==> config.mk <==
export PLATFORM = sky130hd
export DESIGN_NAME = upstream_node_selector
export DESIGN_NICKNAME = d
export VERILOG_FILES = /design/src/usn_pkg.sv /design/src/usn_table.sv /design/src/upstream_node_selector.sv
export VERILOG_INCLUDE_DIRS = /design/src /design/src/src
export SDC_FILE = /design/constraint.sdc
export NUM_CORES = 1
export LEC_CHECK = 0
export BUFFER_PORTS_ARGS = -buffer_cell sky130_fd_sc_hd__buf_2
export CAP_MARGIN = 5
export CORE_MARGIN = 3
export CORE_UTILIZATION = 35
export DETAILED_ROUTE_END_ITERATION = 7
export PLACE_DENSITY = 0.62
export SLEW_MARGIN = 20
export SYNTH_ARGS = -nofsm -noshare
export SYNTH_HDL_FRONTEND = slang
export SYNTH_SLANG_ARGS = --single-unit
==> constraint.sdc <==
create_clock -name clk -period 6 [get_ports clk]
set_input_delay 0.6 -clock clk [delete_from_list [all_inputs] [get_ports clk]]
set_output_delay 0.6 -clock clk [all_outputs]
set_load 0.02 [all_outputs]
==> src/upstream_node_selector_macros.svh <==
// Assertion macros shared by the upstream node selector RTL.
// Every macro samples on clk and is disabled while arst_n is low.
`ifndef UPSTREAM_NODE_SELECTOR_MACROS_SVH
`define UPSTREAM_NODE_SELECTOR_MACROS_SVH
`ifndef ASSERT_OFF
`define USN_ASSERT(name, prop, msg) \
	name: assert property (@(posedge clk) disable iff (!arst_n) prop) else $error(msg);
`define USN_ASSERT_NEVER(name, expr, msg) \
	name: assert property (@(posedge clk) disable iff (!arst_n) !(expr)) else $error(msg);
`else
`define USN_ASSERT(name, prop, msg)
`define USN_ASSERT_NEVER(name, expr, msg)
`endif
`endif

==> src/usn_pkg.sv <==
// Types, constants and codes for the upstream node selector.
// No dependencies; used by usn_table and upstream_node_selector.
`timescale 1ns / 1ps

package usn_pkg;

	localparam int NODES  = 16;
	localparam int NODE_W = $clog2(NODES);
	localparam int CNT_W  = $clog2(NODES + 1);
	localparam int LAT_W  = 30;
	localparam int FCNT_W = 8;

	localparam logic [LAT_W-1:0]  LAT_LIMIT  = 30'd999999999;
	localparam logic [FCNT_W-1:0] FAIL_LIMIT = 8'd2;
	localparam logic [FCNT_W-1:0] FCNT_MAX   = 8'hFF;

	// Request actions.
	localparam logic [1:0] ACT_SELECT  = 2'd0;
	localparam logic [1:0] ACT_CONN_FAIL = 2'd1;
	localparam logic [1:0] ACT_SUCCESS = 2'd2;
	localparam logic [1:0] ACT_PROBE_FAIL = 2'd3;

	// Strategy codes. The spare code behaves as failover.
	localparam logic [1:0] STRAT_FAILOVER = 2'd0;
	localparam logic [1:0] STRAT_LATENCY  = 2'd1;
	localparam logic [1:0] STRAT_RR       = 2'd2;
	localparam logic [1:0] STRAT_UNUSED   = 2'd3;

	// Result source codes.
	localparam logic [2:0] SRC_MANUAL   = 3'd0;
	localparam logic [2:0] SRC_LATENCY  = 3'd1;
	localparam logic [2:0] SRC_RR       = 3'd2;
	localparam logic [2:0] SRC_FIRST    = 3'd3;
	localparam logic [2:0] SRC_FALLBACK = 3'd4;
	localparam logic [2:0] SRC_UPDATE   = 3'd5;

	// Register indexes (word address bits).
	localparam logic [1:0] REG_STRATEGY   = 2'd0;
	localparam logic [1:0] REG_NODE_COUNT = 2'd1;
	localparam logic [1:0] REG_MANUAL     = 2'd2;

	typedef struct packed {
		logic [LAT_W-1:0]  lat;
		logic [FCNT_W-1:0] fcnt;
	} entry_t;

	typedef struct packed {
		logic              en;
		logic [NODE_W-1:0] addr;
		entry_t            data;
	} wr_req_t;

endpackage

==> src/usn_table.sv <==
// Health table memory: latency and failure count per node, one read port with
// registered data and one write port. Depends on usn_pkg.
`timescale 1ns / 1ps

module usn_table
	import usn_pkg::*;
(
	input  logic              clk,
	input  logic              arst_n,
	input  logic              rd_en,
	input  logic [NODE_W-1:0] rd_addr,
	output entry_t            rd_data,
	input  wr_req_t           wr
);

	entry_t            mem [NODES];
	entry_t            rd_q;
	logic [NODES-1:0]  written_q;
	logic              rd_vld_s1;

	always_ff @(posedge clk) begin
		if (wr.en) begin
			mem[wr.addr] <= wr.data;
		end
		if (rd_en) begin
			rd_q <= mem[rd_addr];
		end
	end

	// An entry never written since reset reads as zero.
	always_ff @(posedge clk or negedge arst_n) begin
		if (!arst_n) begin
			written_q <= '0;
			rd_vld_s1 <= 1'b0;
		end else begin
			if (wr.en) begin
				written_q[wr.addr] <= 1'b1;
			end
			if (rd_en) begin
				rd_vld_s1 <= written_q[rd_addr];
			end
		end
	end

	assign rd_data = rd_vld_s1 ? rd_q : '0;

endmodule

==> src/upstream_node_selector.sv <==
// Top level of the upstream node selector: request sequencer, alive and known
// bits, configuration registers and result register. Depends on usn_pkg and usn_table.
`timescale 1ns / 1ps

// One request is in flight at a time; a finished result waits in the output
// register while the next request is taken. An update inside the pool reads the
// table on acceptance, writes the entry back and then loads the result; an update
// outside the pool and a select served by the manual override load the result
// directly, and a select resolved by the first alive node passes through the
// first-alive step before the load. Best latency walks the table memory one entry
// per cycle across the pool, then loads the best node, or the first alive node
// when no node qualifies. Round robin first reduces the pointer into the pool
// (only needed after a pool shrink) and then probes one slot per cycle until an
// alive node is found or the pool is exhausted. While a result waits in a stalled
// output register, the next finished request holds in its last step and no
// further request is taken. The health table needs no clearing pass after reset.
module upstream_node_selector
	import usn_pkg::*;
(
	input  logic               clk,
	input  logic               arst_n,
	input  logic               req_valid,
	output logic               req_stall,
	input  logic [1:0]         action,
	input  logic [3:0]         node_index,
	input  logic [29:0]        latency_in,
	output logic               rsp_valid,
	input  logic               rsp_stall,
	output logic [3:0]         chosen_node,
	output logic               chosen_alive,
	output logic [2:0]         source,
	input  logic               psel,
	input  logic               penable,
	input  logic               pwrite,
	input  logic [3:0]         paddr,
	input  logic [31:0]        pwdata,
	output logic [31:0]        prdata,
	output logic               pready
);

`include "upstream_node_selector_macros.svh"

	localparam logic [2:0] ST_IDLE  = 3'd0;
	localparam logic [2:0] ST_UPD   = 3'd1;
	localparam logic [2:0] ST_LAT   = 3'd2;
	localparam logic [2:0] ST_RRMOD = 3'd3;
	localparam logic [2:0] ST_RR    = 3'd4;
	localparam logic [2:0] ST_FIRST = 3'd5;
	localparam logic [2:0] ST_EMIT  = 3'd6;

	logic [2:0]        state_q;
	logic [1:0]        strategy_q;
	logic [4:0]        node_count_q;
	logic [4:0]        manual_q;
	logic [NODES-1:0]  alive_q;
	logic [NODES-1:0]  known_q;
	logic [NODE_W-1:0] rr_q;

	logic [1:0]        act_q;
	logic [NODE_W-1:0] idx_q;
	logic [LAT_W-1:0]  lat_q;

	logic [CNT_W-1:0]  scan_q;
	logic              pend_s1;
	logic [NODE_W-1:0] idx_s1;
	logic [LAT_W-1:0]  best_q;
	logic [NODE_W-1:0] best_i_q;
	logic              found_q;
	logic [NODE_W-1:0] ptr_q;
	logic [CNT_W-1:0]  cnt_q;

	logic [NODE_W-1:0] res_node_q;
	logic              res_alive_q;
	logic [2:0]        res_src_q;
	logic              out_valid_q;
	logic [NODE_W-1:0] out_node_q;
	logic              out_alive_q;
	logic [2:0]        out_src_q;

	logic [CNT_W-1:0]  pool_n;
	logic [NODES-1:0]  pool_mask;
	logic [NODES-1:0]  alive_pool;
	logic [NODE_W-1:0] first_idx;
	logic [CNT_W-1:0]  manual_m;
	logic              manual_ok;
	logic              req_acc;
	logic              cfg_wr;
	logic              load_out;

	logic              tbl_rd_en;
	logic [NODE_W-1:0] tbl_rd_addr;
	entry_t            tbl_rd;
	wr_req_t           tbl_wr;

	logic [FCNT_W-1:0] fc_inc;
	entry_t            upd_ent;
	logic              upd_alive;
	logic              upd_known;
	logic              lat_qual;
	logic [NODE_W-1:0] ptr_next;
	logic [CNT_W-1:0]  rr_diff;

	// Configuration port.
	assign pready = 1'b1;
	assign cfg_wr = psel && penable && pwrite && pready;

	always_ff @(posedge clk or negedge arst_n) begin
		if (!arst_n) begin
			strategy_q   <= STRAT_FAILOVER;
			node_count_q <= 5'd1;
			manual_q     <= 5'd0;
		end else if (cfg_wr) begin
			case (paddr[3:2])
				REG_STRATEGY:   strategy_q   <= pwdata[1:0];
				REG_NODE_COUNT: node_count_q <= pwdata[4:0];
				REG_MANUAL:     manual_q     <= pwdata[4:0];
				default:        ;
			endcase
		end
	end

	always_comb begin
		case (paddr[3:2])
			REG_STRATEGY:   prdata = {30'd0, strategy_q};
			REG_NODE_COUNT: prdata = {27'd0, node_count_q};
			REG_MANUAL:     prdata = {27'd0, manual_q};
			default:        prdata = '0;
		endcase
	end

	// Pool size and derived masks.
	always_comb begin
		if (node_count_q == '0) begin
			pool_n = CNT_W'(1);
		end else if (node_count_q > CNT_W'(NODES)) begin
			pool_n = CNT_W'(NODES);
		end else begin
			pool_n = node_count_q;
		end
		for (int i = 0; i < NODES; i++) begin
			pool_mask[i] = (CNT_W'(i) < pool_n);
		end
		alive_pool = alive_q & pool_mask;
		first_idx = '0;
		for (int i = NODES - 1; i >= 0; i--) begin
			if (alive_pool[i]) begin
				first_idx = NODE_W'(i);
			end
		end
	end

	assign manual_m  = manual_q - 5'd1;
	assign manual_ok = (manual_q != '0) && (manual_m < pool_n)
		&& alive_q[manual_m[NODE_W-1:0]];

	assign req_stall = (state_q != ST_IDLE);
	assign req_acc   = req_valid && !req_stall;

	// Table read port: update target on acceptance, scan index during best latency.
	always_comb begin
		tbl_rd_en   = 1'b0;
		tbl_rd_addr = node_index;
		if (state_q == ST_IDLE) begin
			tbl_rd_en = req_acc && (action != ACT_SELECT);
		end else if (state_q == ST_LAT) begin
			tbl_rd_en   = (scan_q < pool_n);
			tbl_rd_addr = scan_q[NODE_W-1:0];
		end
	end

	usn_table u_table (
		.clk     (clk),
		.arst_n  (arst_n),
		.rd_en   (tbl_rd_en),
		.rd_addr (tbl_rd_addr),
		.rd_data (tbl_rd),
		.wr      (tbl_wr)
	);

	// Read-modify-write of one health entry.
	always_comb begin
		fc_inc    = (tbl_rd.fcnt == FCNT_MAX) ? tbl_rd.fcnt : tbl_rd.fcnt + 8'd1;
		upd_ent   = tbl_rd;
		upd_alive = alive_q[idx_q];
		upd_known = known_q[idx_q];
		case (act_q)
			ACT_SUCCESS: begin
				upd_ent.lat  = lat_q;
				upd_ent.fcnt = '0;
				upd_alive    = 1'b1;
				upd_known    = 1'b1;
			end
			ACT_CONN_FAIL: begin
				upd_ent.fcnt = fc_inc;
				if (fc_inc >= FAIL_LIMIT) begin
					upd_alive = 1'b0;
				end
			end
			ACT_PROBE_FAIL: begin
				upd_ent.lat  = '0;
				upd_ent.fcnt = fc_inc;
				upd_alive    = 1'b0;
				upd_known    = 1'b0;
			end
			default: ;
		endcase
		tbl_wr.en   = (state_q == ST_UPD);
		tbl_wr.addr = idx_q;
		tbl_wr.data = upd_ent;
	end

	assign lat_qual = pend_s1 && alive_q[idx_s1] && known_q[idx_s1] && (tbl_rd.lat < best_q);
	assign ptr_next = ((CNT_W'(ptr_q) + CNT_W'(1)) == pool_n) ? '0 : ptr_q + NODE_W'(1);
	assign rr_diff  = CNT_W'(rr_q) - pool_n;
	assign load_out = (state_q == ST_EMIT) && (!out_valid_q || !rsp_stall);

	// Request sequencer.
	always_ff @(posedge clk or negedge arst_n) begin
		if (!arst_n) begin
			state_q <= ST_IDLE;
			alive_q <= '1;
			known_q <= '1;
			rr_q    <= '0;
			scan_q  <= '0;
			pend_s1 <= 1'b0;
			found_q <= 1'b0;
			cnt_q   <= '0;
		end else begin
			pend_s1 <= (state_q == ST_LAT) && (scan_q < pool_n);
			case (state_q)
				ST_IDLE: begin
					if (req_acc) begin
						if (action != ACT_SELECT) begin
							if (CNT_W'(node_index) >= pool_n) begin
								state_q <= ST_EMIT;
							end else begin
								state_q <= ST_UPD;
							end
						end else if (manual_ok) begin
							state_q <= ST_EMIT;
						end else if (strategy_q == STRAT_LATENCY) begin
							scan_q  <= '0;
							found_q <= 1'b0;
							state_q <= ST_LAT;
						end else if (strategy_q == STRAT_RR) begin
							state_q <= ST_RRMOD;
						end else begin
							state_q <= ST_FIRST;
						end
					end
				end
				ST_UPD: begin
					alive_q[idx_q] <= upd_alive;
					known_q[idx_q] <= upd_known;
					state_q        <= ST_EMIT;
				end
				ST_LAT: begin
					if (scan_q < pool_n) begin
						scan_q <= scan_q + CNT_W'(1);
					end
					if (lat_qual) begin
						found_q <= 1'b1;
					end
					if (scan_q >= pool_n && !pend_s1) begin
						state_q <= found_q ? ST_EMIT : ST_FIRST;
					end
				end
				ST_RRMOD: begin
					if (CNT_W'(rr_q) >= pool_n) begin
						rr_q <= rr_diff[NODE_W-1:0];
					end else begin
						cnt_q   <= '0;
						state_q <= ST_RR;
					end
				end
				ST_RR: begin
					if (alive_q[ptr_q]) begin
						rr_q    <= ptr_next;
						state_q <= ST_EMIT;
					end else if ((cnt_q + CNT_W'(1)) == pool_n) begin
						state_q <= ST_FIRST;
					end else begin
						cnt_q <= cnt_q + CNT_W'(1);
					end
				end
				ST_FIRST: begin
					state_q <= ST_EMIT;
				end
				ST_EMIT: begin
					if (load_out) begin
						state_q <= ST_IDLE;
					end
				end
				default: begin
					state_q <= ST_IDLE;
				end
			endcase
		end
	end

	// Request fields, scan data and pending result.
	always_ff @(posedge clk) begin
		if (req_acc) begin
			act_q <= action;
			idx_q <= node_index;
			lat_q <= latency_in;
			best_q <= LAT_LIMIT;
			best_i_q <= '0;
			if (action != ACT_SELECT) begin
				res_node_q  <= node_index;
				res_alive_q <= 1'b0;
				res_src_q   <= SRC_UPDATE;
			end else begin
				res_node_q  <= manual_m[NODE_W-1:0];
				res_alive_q <= 1'b1;
				res_src_q   <= SRC_MANUAL;
			end
		end
		if (state_q == ST_LAT) begin
			idx_s1 <= scan_q[NODE_W-1:0];
			if (lat_qual) begin
				best_q   <= tbl_rd.lat;
				best_i_q <= idx_s1;
			end
			res_node_q  <= best_i_q;
			res_alive_q <= 1'b1;
			res_src_q   <= SRC_LATENCY;
		end
		if (state_q == ST_UPD) begin
			res_alive_q <= upd_alive;
		end
		if (state_q == ST_RRMOD) begin
			ptr_q <= rr_q;
		end
		if (state_q == ST_RR) begin
			ptr_q       <= ptr_next;
			res_node_q  <= ptr_q;
			res_alive_q <= 1'b1;
			res_src_q   <= SRC_RR;
		end
		if (state_q == ST_FIRST) begin
			if (alive_pool != '0) begin
				res_node_q  <= first_idx;
				res_alive_q <= 1'b1;
				res_src_q   <= SRC_FIRST;
			end else begin
				res_node_q  <= '0;
				res_alive_q <= alive_q[0];
				res_src_q   <= SRC_FALLBACK;
			end
		end
	end

	// Output register: holds a finished result while the next request is taken.
	always_ff @(posedge clk or negedge arst_n) begin
		if (!arst_n) begin
			out_valid_q <= 1'b0;
		end else if (load_out) begin
			out_valid_q <= 1'b1;
		end else if (!rsp_stall) begin
			out_valid_q <= 1'b0;
		end
	end

	always_ff @(posedge clk) begin
		if (load_out) begin
			out_node_q  <= res_node_q;
			out_alive_q <= res_alive_q;
			out_src_q   <= res_src_q;
		end
	end

	assign rsp_valid    = out_valid_q;
	assign chosen_node  = out_node_q;
	assign chosen_alive = out_alive_q;
	assign source       = out_src_q;

	`USN_ASSERT(a_out_from_emit, $rose(out_valid_q) |-> $past(state_q) == ST_EMIT, "result loaded outside emit")
	`USN_ASSERT(a_rr_ptr_in_pool, state_q == ST_RR |-> CNT_W'(ptr_q) < pool_n, "round robin pointer outside pool")
	`USN_ASSERT(a_scan_in_pool, pend_s1 |-> CNT_W'(idx_s1) < pool_n, "latency scan beyond pool")
	`USN_ASSERT_NEVER(a_chosen_dead, out_valid_q && out_src_q <= SRC_FIRST && !out_alive_q, "selected node not alive")

endmodule
Yosys cells after proc, flatten, opt, wreduce, memory -nomap -nowiden --
Memory sizes are Yosys's and may differ from the RTL's. A register that Yosys moved wholly into a read port is not among the register bits. Index checks and enable logic that the tools add are counted.
Operators by class: $add $sub $neg 7, magnitude comparators 30, equality and inequality tests 31, multiplexer cells 112, bitwise operators 2, reduce and logical (&&, ||, !) cells 39
Operator list (number):
- 2-to-1 mux 4 bit | 32
- 2-to-1 mux 30 bit | 3
- case mux 30 bit (2 select lines) | 1
- 2-to-1 mux 3 bit | 17
- 2-to-1 mux 5 bit | 10
- < comparator 4 x 5 -> 1 bit (first input constant) | 8
- 2-to-1 mux 38 bit | 1
- bitwise mux 16 bit | 2
- < comparator 30 bit | 1
- binary-select mux 1 bit (select 4 bit) | 7
- 2-to-1 mux 1 bit | 27
- < comparator 4 x 5 -> 1 bit (second input constant) | 5
- < comparator 3 x 5 -> 1 bit (first input constant) | 4
- inequality test 2 bit (second input constant) | 10
- case mux 5 bit (2 select lines) | 2
- case mux 3 bit (6 select lines) | 1
- bitwise AND 16 bit | 1
- bitwise OR 16 bit | 1
- case mux 8 bit (2 select lines) | 1
- nonzero test 16 bit | 1
- case mux 5 bit (3 select lines) | 1
- logical AND 1 bit | 13
- AND reduction 6 bit | 2
- adder 5 x 1 -> 5 bit (second input constant) | 2
- other kinds (42) | 68
Storage, ports and cells: bits in registers 175, bits in writable memories 608, input port bits 79, output and inout bits 43, logic and storage cells 249, memories 1
Memory list:
- u_table.mem | depth 16, width 38, rd ports 1, clocked after memory_dff 1, wr ports 1, RTL line usn_table.sv:16 | entry_t mem [NODES];

Logic depth before layout (Yosys ltp) --
Gate-level depths: netlist (run 1).
depth in word-level cells 23, mapped depth 15, gate-level depth less buffers 12

By module --
From an unflattened synthesis (run 1), not the netlist that was laid out.
Second synthesis, totals: cell total of the unflattened synthesis 1971, area, all modules 35177.5 um2
Modules (own cells, without submodules):
- usn_table | instances 1, cells an instance 985, area an instance 25298.0 um2, seq. area each 19824.0 um2
- upstream_node_selector | instances 1, cells an instance 986, area an instance 9879.5 um2, seq. area each 4125.2 um2

Least setup slack after synthesis (run 1) --
OpenSTA, ideal clock, no wires.
path kind register to register, start register state_q[2], end register u_table.rd_vld_s1, library setup time 0.132 ns, arrival 4.452 ns, setup slack 1.416 ns, cell stages (with the launch flop) 7, clock period less this slack 4.584 ns, cell sequence dfrtp_1 -> buf_2 -> or2_2 -> nor2_1 -> nand2_1 -> o21ai_0 -> mux2_2
On the way: cells in the longest elaborated chain, start to end 5, elaborated cells between the ends (all ways) 12
RTL lines:
- from (decl) | RTL line upstream_node_selector.sv:51 | logic [2:0] state_q;
- from (signal assigned) | RTL line upstream_node_selector.sv:265 | state_q <= found_q ? ST_EMIT : ST_FIRST;
- nonzero test 3 bit | RTL line upstream_node_selector.sv:156 | assign req_stall = (state_q != ST_IDLE);
- logical NOT 1 bit | RTL line upstream_node_selector.sv:157 | assign req_acc = req_valid && !req_stall;
- logical AND 1 bit | RTL line upstream_node_selector.sv:157
- logical AND 1 bit | RTL line upstream_node_selector.sv:164 | tbl_rd_en = req_acc && (action != ACT_SELECT);
- 2-to-1 mux 1 bit * | RTL line upstream_node_selector.sv:163 | if (state_q == ST_IDLE) begin
- named net tbl_rd_en | RTL line upstream_node_selector.sv:90 | logic tbl_rd_en;
- to (signal assigned) | RTL line usn_table.sv:40 | rd_vld_s1 <= written_q[rd_addr];
- to (decl) | RTL line usn_table.sv:19 | logic rd_vld_s1;
Mark *: on every way through the listed nets, which the timed path passes. The rest lies on a longest branch. The select of a mux whose other input is x is not followed. A chain may end at the register's enable or synchronous reset.

Worst setup path in the final report (run 1) --
start register node_count_q[4], end register u_table.rd_vld_s1
On the way: cells in the longest elaborated chain, start to end 6, elaborated cells between the ends (all ways) 7
RTL lines:
- from (decl) | RTL line upstream_node_selector.sv:53 | logic [4:0] node_count_q;
- from (signal assigned) | RTL line upstream_node_selector.sv:115 | REG_NODE_COUNT: node_count_q <= pwdata[4:0];
- > comparator 5 bit | RTL line upstream_node_selector.sv:135 | end else if (node_count_q > CNT_W'(NODES)) begin
- 2-to-1 mux 5 bit | RTL line upstream_node_selector.sv:135
- 2-to-1 mux 5 bit * | RTL line upstream_node_selector.sv:133 | if (node_count_q == '0) begin
- < comparator 5 bit * | RTL line upstream_node_selector.sv:166 | tbl_rd_en = (scan_q < pool_n);
- 2-to-1 mux 1 bit * | RTL line upstream_node_selector.sv:165 | end else if (state_q == ST_LAT) begin
- 2-to-1 mux 1 bit * | RTL line upstream_node_selector.sv:163
- named net tbl_rd_en | RTL line upstream_node_selector.sv:90
Mark *: on every way through the listed nets, which the timed path passes. The rest lies on a longest branch.

==> results of run 1 <==
## kinds of logic after synthesis
logic type / after synthesis
buffers and inverters: 312
muxes: 102
DFF: 821
and+or+nand+nor: 831
other: 2
xor gates and xnor gates: 18
AOI/OAI and AO/OA: 655
adders and majority gates: 54
## state kept, by name, indices dropped and copies added, names as in the netlist, 5 cells and up
| signal | count |
|---|---|
| cnt_q | 5 |
| alive_q | 16 |
| u_table.rd_q | 38 |
| scan_q | 5 |
| best_q | 30 |
| u_table.mem | 608 |
| node_count_q | 5 |
| known_q | 16 |
| lat_q | 30 |
| u_table.written_q | 16 |
| manual_q | 5 |
## how the worst min path moves through the flow
stage               cells after the start                    from  slack (ns)                      to
global placement                        0   res_alive_q$_DFFE_PP_        0.40  chosen_alive$_DFFE_PP_
CTS                                     1          latency_in[21]        0.08     lat_q[21]$_DFFE_PP_
floorplan                               0                  arst_n        0.30    cnt_q[0]$_DFFE_PN0P_
global route                            1          latency_in[18]        0.09     lat_q[18]$_DFFE_PP_
finish                                  1          latency_in[21]        0.12     lat_q[21]$_DFFE_PP_
detailed placement                      0  res_src_q[2]$_DFFE_PP_        0.40     source[2]$_DFFE_PP_
## placed cells by master, fill, tap and decap left out, types with 13 or more instances in the layout
cell / synthesis / routed
a311oi_1: 79 / 79
clkbuf_16: 0 / 86
buf_4: 39 / 72
clkinv_2: 0 / 16
and2_1: 148 / 148
edfxtp_1: 706 / 706
clkbuf_1: 97 / 22
o21a_1: 15 / 15
inv_1: 107 / 94
ha_1: 52 / 52
dfrtp_1: 48 / 47
a31oi_1: 81 / 81
o21ai_0: 98 / 95
a21oi_1: 101 / 101
a211oi_1: 194 / 194
mux2i_1: 52 / 49
nor2b_1: 13 / 13
nor2_1: 67 / 63
nand3_1: 30 / 30
conb_1: 2 / 28
mux2_2: 26 / 26
dfstp_2: 33 / 33
inv_2: 1 / 13
dfxtp_1: 34 / 34
nand2_1: 484 / 484
mux4_2: 20 / 20
o21ai_1: 11 / 13
buf_2: 57 / 63
nand2b_1: 29 / 29
## worst reg2reg max path, cell delays in order (launching register included)
cell	delay [ns]
dfrtp_1	0.80
inv_1	0.37
nand2_1	0.32
ha_1	0.29
nor2b_1	0.14
o21a_1	0.16
o21a_1	0.16
o21a_1	0.23
or3_1	0.44
o21ai_4	0.40
buf_4	0.52
mux2_2	0.39
## layer usage
metal,vias up,routed length [microns]
met4,0,1776
met5,-,0
met1,11240,37920
met2,566,41030
met3,131,4058
li1,10450,-
## per-stage QoR
step / setup slack (ns) / hold WS [ns] / utilization
floorplan: 1.416 / 0.3044 / -
global placement: 1.676 / 0.4031 / 0.3736
detailed placement: 1.640 / 0.4045 / 0.3736
CTS: 1.636 / 0.07550 / 0.4017
global route: 1.432 / 0.08722 / 0.4017
finish: 1.686 / 0.1199 / 0.4017
## power by group
part           leakage [nW]  total (mW)  internal (mW)  switching, mW
Sequential             7.70        7.61           7.12          0.490
Clock                  1.37        5.28           3.06           2.22
Combinational          5.15        3.94           1.40           2.54
Total                  14.2        16.8           11.6           5.25
## repair_timing
action	4_1_cts	5_1_grt
hold buffers	1	0
setup endpoints to repair	0	0
setup buffers	0	0
gates resized for setup	0	0
hold endpoints to repair	20	0
## area by class of cell
cell class / instances / area [sq um] / share of cell area
Clock buffer: 115 / 2331 / 0.05760
Clock inverter: 43 / 490.5 / 0.01212
Inverter: 108 / 406.6 / 0.01005
Multi-Input combinational cell: 1688 / 10660 / 0.2635
Sequential cell: 821 / 23950 / 0.5919
Tap cell: 1357 / 1698 / 0.04196
Timing Repair Buffer: 139 / 925.9 / 0.02288
==> out/metrics.cfg, run 1 <==
[placed_design]
dp_cells=4112
globalplace.congestion=0.8307
port_buffers=64
dpl-instance-area_sq_um=37630
dpl.hpwl_mm=46.10

[logic_synthesis]
syn_inst=2795
synthAdderAreaFrac=0.01901
synth_area_sq_um=35800
synth_common_cells=706 x edfxtp_1, 484 x nand2_1, 194 x a211oi_1
yosys.area_share.xor_xnor=0.005207
post-synth-top-count-cell=edfxtp_1
synth.yosys.warnings=0
yosysTopAreaCell=edfxtp_1
synth_seq_cells=821
synth_top_area_frac=0.5922
yosys.area_share.simple=0.1058
synth_top_family_by_area=compound AO/OA/AOI/OAI gates
synth-main-ff-cell=edfxtp_1
ys_async_sr_fraction=0.09866
syn_avg_cell_area_sq_um=12.81
synth.distinct_cells=75
ys_seq_area_frac=0.6689
synth-edff-count=706
synth_compound_area_frac=0.1241
synth.mux.area_fraction=0.03757
synthTopCellsByArea=edfxtp_1 59%, nand2_1 5.1%, a211oi_1 4.1%

[timing]
maxSlewHeadroom=0.2409
rsz0062_at_grt=no
fmax_mhz=231.8
finalSetupTns_ns=0
min_period_over_period=0.7191
fin_crit_ns=4.314
worst_pin_slew_ns=1.128
clock_skew_ns=0.04747
hold_viol_final=0
maxSlewViolCount=0
setup_viol_count_final=0

[critical_path]
r2r_setup_slack_ns=1.69
crit_start=node_count_q[4]$_DFFE_PN0P_
worstReg2RegEnd=u_table.rd_vld_s1$_DFFE_PN0P_
cp_num_cells=11
crit_buf_inv=2
crit_chain=inv_1 > nand2_1 > ha_1 > nor2b_1 > o21a_1 > o21a_1 > o21a_1 > or3_1 > o21ai_4 > buf_4 > mux2_2
start_kind=register
cp.arrival_ns=4.84
cp_top_family=compound AO/OA/AOI/OAI gates
slowest_stage=dfrtp_1
crit_path_end_kind=register
setup.worst_path.end=u_table.rd_vld_s1$_DFFE_PN0P_
critical_path_class=reg2reg
crit_fanout=21
critical_path.max_stage_delay_ns=0.80
cp.required_ns=6.53
cpMostUsedCell=o21a_1
r2r_cells=11
reg2reg_from=node_count_q[4]$_DFFE_PN0P_

[finish]
drive_above_1_share=0.1335
antenna_cells=0
finish.net_count=2975
syn_to_final_growth_pct=13.03
stdcell_count=4271
postLayoutCellArea_sq_um=40470
n_fill_cell=9367

[grt]
grt_pass1_vias=21710
grt_use_total=0.1565
grt_util_met1=0.2125
grt_max_degree=156
globalRouteMet3Util=0.02294
grt_overflow=0
grt_pass1_wl_mm=130.1
busiest_layer=met2
grt_use_met2=0.2619
antenna_found_initial=0

[cts]
ctsLongestPathBuffers=3
htreeDepth=3
cts-root-buf=clkbuf_16
cts_tree=yes
cts.clk_slew.worst_paths_ns=0.06
clock_latency_ns=0.65
cts_buffers=85
cts.sinks=821

[drt]
first_pass_iters=5
drtAntennaViolNets=0
via_per_inst=5.242
vias=22390
drtIter0Drc=1788
wl_per_cell_microns=19.85
drc=0
wirelength_mm=84.79

[floorplan]
ios=122
start_util=0.3554
chipWidth_microns=325.8
die_area_sq_um=106200
fp-row-count=116
core-area_sq_um=100700
die_y_microns=325.8

[status]
status=completed

[power_and_ir_drop]
p_total_mw=16.83
peakVddDrop_mv=0.2998
p_leak_nw=14.22
pwr_density_cell_nw_per_um2=416.0

[hold_path]
min_path_type=in2reg

[flow_run]
max-cap-violations=0

(Power assumes the default switching activity.)
==> inputs of run 2 (changes only) <==
PLACE_DENSITY = 0.64   (was 0.62)
clock period = 3.6 ns   (was 6 ns; I/O delays follow)
==> run 2 against run 1 <==
Net effect: cell area is 3.0% higher; critical endpoint is now u_table.mem[8][1]$_DFFE_PP_; largest cell class unchanged; clock power is 65% higher; non-clock buffer count is 87 higher.
==> out/metrics.cfg, run 2 (synthesis results as in run 1) <==
[status]
status=completed

[critical_path]
critical_path_class=reg2reg
start_kind=register
crit_fanout=16
cp.arrival_ns=3.57
crit_path_end_kind=register
cp.required_ns=3.90

[power_and_ir_drop]
peakVddDrop_mv=0.3909
pwr_density_cell_nw_per_um2=681.5
clock_power_share=0.307
swShare=0.3111
combPwrFrac=0.251
p_total_mw=28.41
seqPwrFrac=0.442
p_leak_nw=14.77
p_switching_mw=8.836
p_int_mw=19.57

[finish]
syn_to_final_growth_pct=16.42
finish.net_count=3062
drive_above_1_share=0.1456
reg_top3=u_table.mem: 608 flops, u_table.rd_q: 38 flops
final_common_cell=edfxtp_1
largest_reg_flops=608
n_fill_cell=9289
top_register=u_table.mem
most-common-layout-cells=706 x edfxtp_1, 484 x nand2_1, 194 x a211oi_1
antenna_cells=0

[timing]
min_period_over_period=0.9088
maxSlewHeadroom=0.3040
clock_skew_ns=0.02361
fmax_mhz=305.7
setup_viol_count_final=0
maxSlewViolCount=0
rsz0062_at_grt=no
worst_pin_slew_ns=1.037
fin_crit_ns=3.272
hold_viol_final=0
finalSetupTns_ns=0

[drt]
wl_per_cell_microns=19.83
drtAntennaViolNets=0
via_per_inst=5.248
first_pass_iters=5
wirelength_mm=86.41
drtIter0Drc=1793
vias=22870
drc=0

[floorplan]
die_area_sq_um=106200
fp-row-count=116
core-area_sq_um=100700
chipWidth_microns=325.8
die_y_microns=325.8
start_util=0.3554
ios=122

[grt]
grt_pass1_wl_mm=131.9
grt_max_degree=93
grt_use_total=0.1591
grt_overflow=0
grt_pass1_vias=21990
antenna_found_initial=1

[cts]
cts_buffers=85
cts_resized=0
cts.clk_slew.worst_paths_ns=0.06
cts-root-buf=clkbuf_16
htreeDepth=3
cts.sinks=821
cts_hold_buf=40
cts_setup_buffers=0
ctsLongestPathBuffers=3
cts_tree=yes
clock_latency_ns=0.65

[hold_path]
min_path_type=in2reg

[placed_design]
dpl.hpwl_mm=48.96
port_buffers=64
globalplace.congestion=0.8398

[flow_run]
max-cap-violations=0

-- run 2: cell types whose count changed in the layout (fill, tap and decap cells not counted), moves of 2 or more --
| cell | change |
|---|---|
| clkinvlp_4 | -3 |
| buf_4 | +9 |
| dlygate4sd3_1 | +39 |
| clkinv_1 | +9 |
| buf_12 | +39 |
| o21ai_0 | -2 |
| inv_16 | -2 |
| inv_4 | +3 |
| clkbuf_1 | -8 |
-- run 2: layout make-up --
type                    instances  area [sq um]  area share
flip-flops and latches        821         23950      0.5746
multi-input cells            1688         10670      0.2561
clock buffers                 108          2326     0.05580
repair buffers                226          2165     0.05193
well taps                    1357          1698     0.04073
clock inverters                50         462.9     0.01111
inverters                     108         406.6    0.009756
-- run 2: path summary, 6_finish.rpt --
check | slack (ns) | from | endpoint | depth (start not counted)
min in group asynchronous | 0.27 | arst_n | manual_q[2]$_DFFE_PN0P_ | 2
setup reg to reg | 0.33 | u_table.rd_vld_s1$_DFFE_PN0P_ | u_table.mem[8][1]$_DFFE_PP_ | 8
hold reg to reg | 0.42 | res_node_q[0]$_DFFE_PP_ | chosen_node[0]$_DFFE_PP_ | 0
max in group asynchronous | 2.55 | arst_n | scan_q[3]$_DFFE_PN0P_ | 3
hold / removal | 0.05 | node_index[3] | idx_q[3]$_DFFE_PP_ | 1
setup / recovery | 0.33 | u_table.rd_vld_s1$_DFFE_PN0P_ | u_table.mem[8][1]$_DFFE_PP_ | 8
-- run 2: layer usage --
layer / share of wire / vias to the layer above / track usage
met2: 0.48 / 629 / 0.2670
met1: 0.45 / 11480 / 0.2155
met5: 0 / - / 0
met4: 0.023 / 0 / 0.04919
li1: - / 10630 / -
met3: 0.050 / 136 / 0.01990
-- run 2: stage by stage --
stage                     cell area, sq um    util  setup slack (ns)  hold WS (ns)  std cells
after floorplan                      35910       -            0.3151       0.06441       2821
after global placement               38480  0.3821            0.4660        0.4011       4160
after detailed placement             38480  0.3821            0.4252        0.4054       4160
after CTS                            41670  0.4137            0.3648       0.01578       4358
after global routing                 41680  0.4138            0.1344       0.03028       4358
final                                41680  0.4138            0.3285       0.05097       4358
-- run 2: critical path: stages (launching register included) --
cell and delay, ns:
dfrtp_2 0.63, buf_4 0.34, and2_1 0.23, ha_1 0.26, nand3_1 0.14, nor2_1 0.31
nand4_1 0.31, mux2_2 0.35, a22o_1 0.36
-- run 2: power by group through the flow --
stage | registers (mW) | logic [mW] | clock network, mW
6_report | 12.6 | 7.13 | 8.71
5_1_grt | 12.6 | 7.89 | 9.27
4_1_cts | 12.6 | 7.16 | 8.88
3_5_place_dp | 12.7 | 7.09 | 0
3_3_place_gp | 12.7 | 6.98 | 0
2_1_floorplan | 12.4 | 4.95 | 0
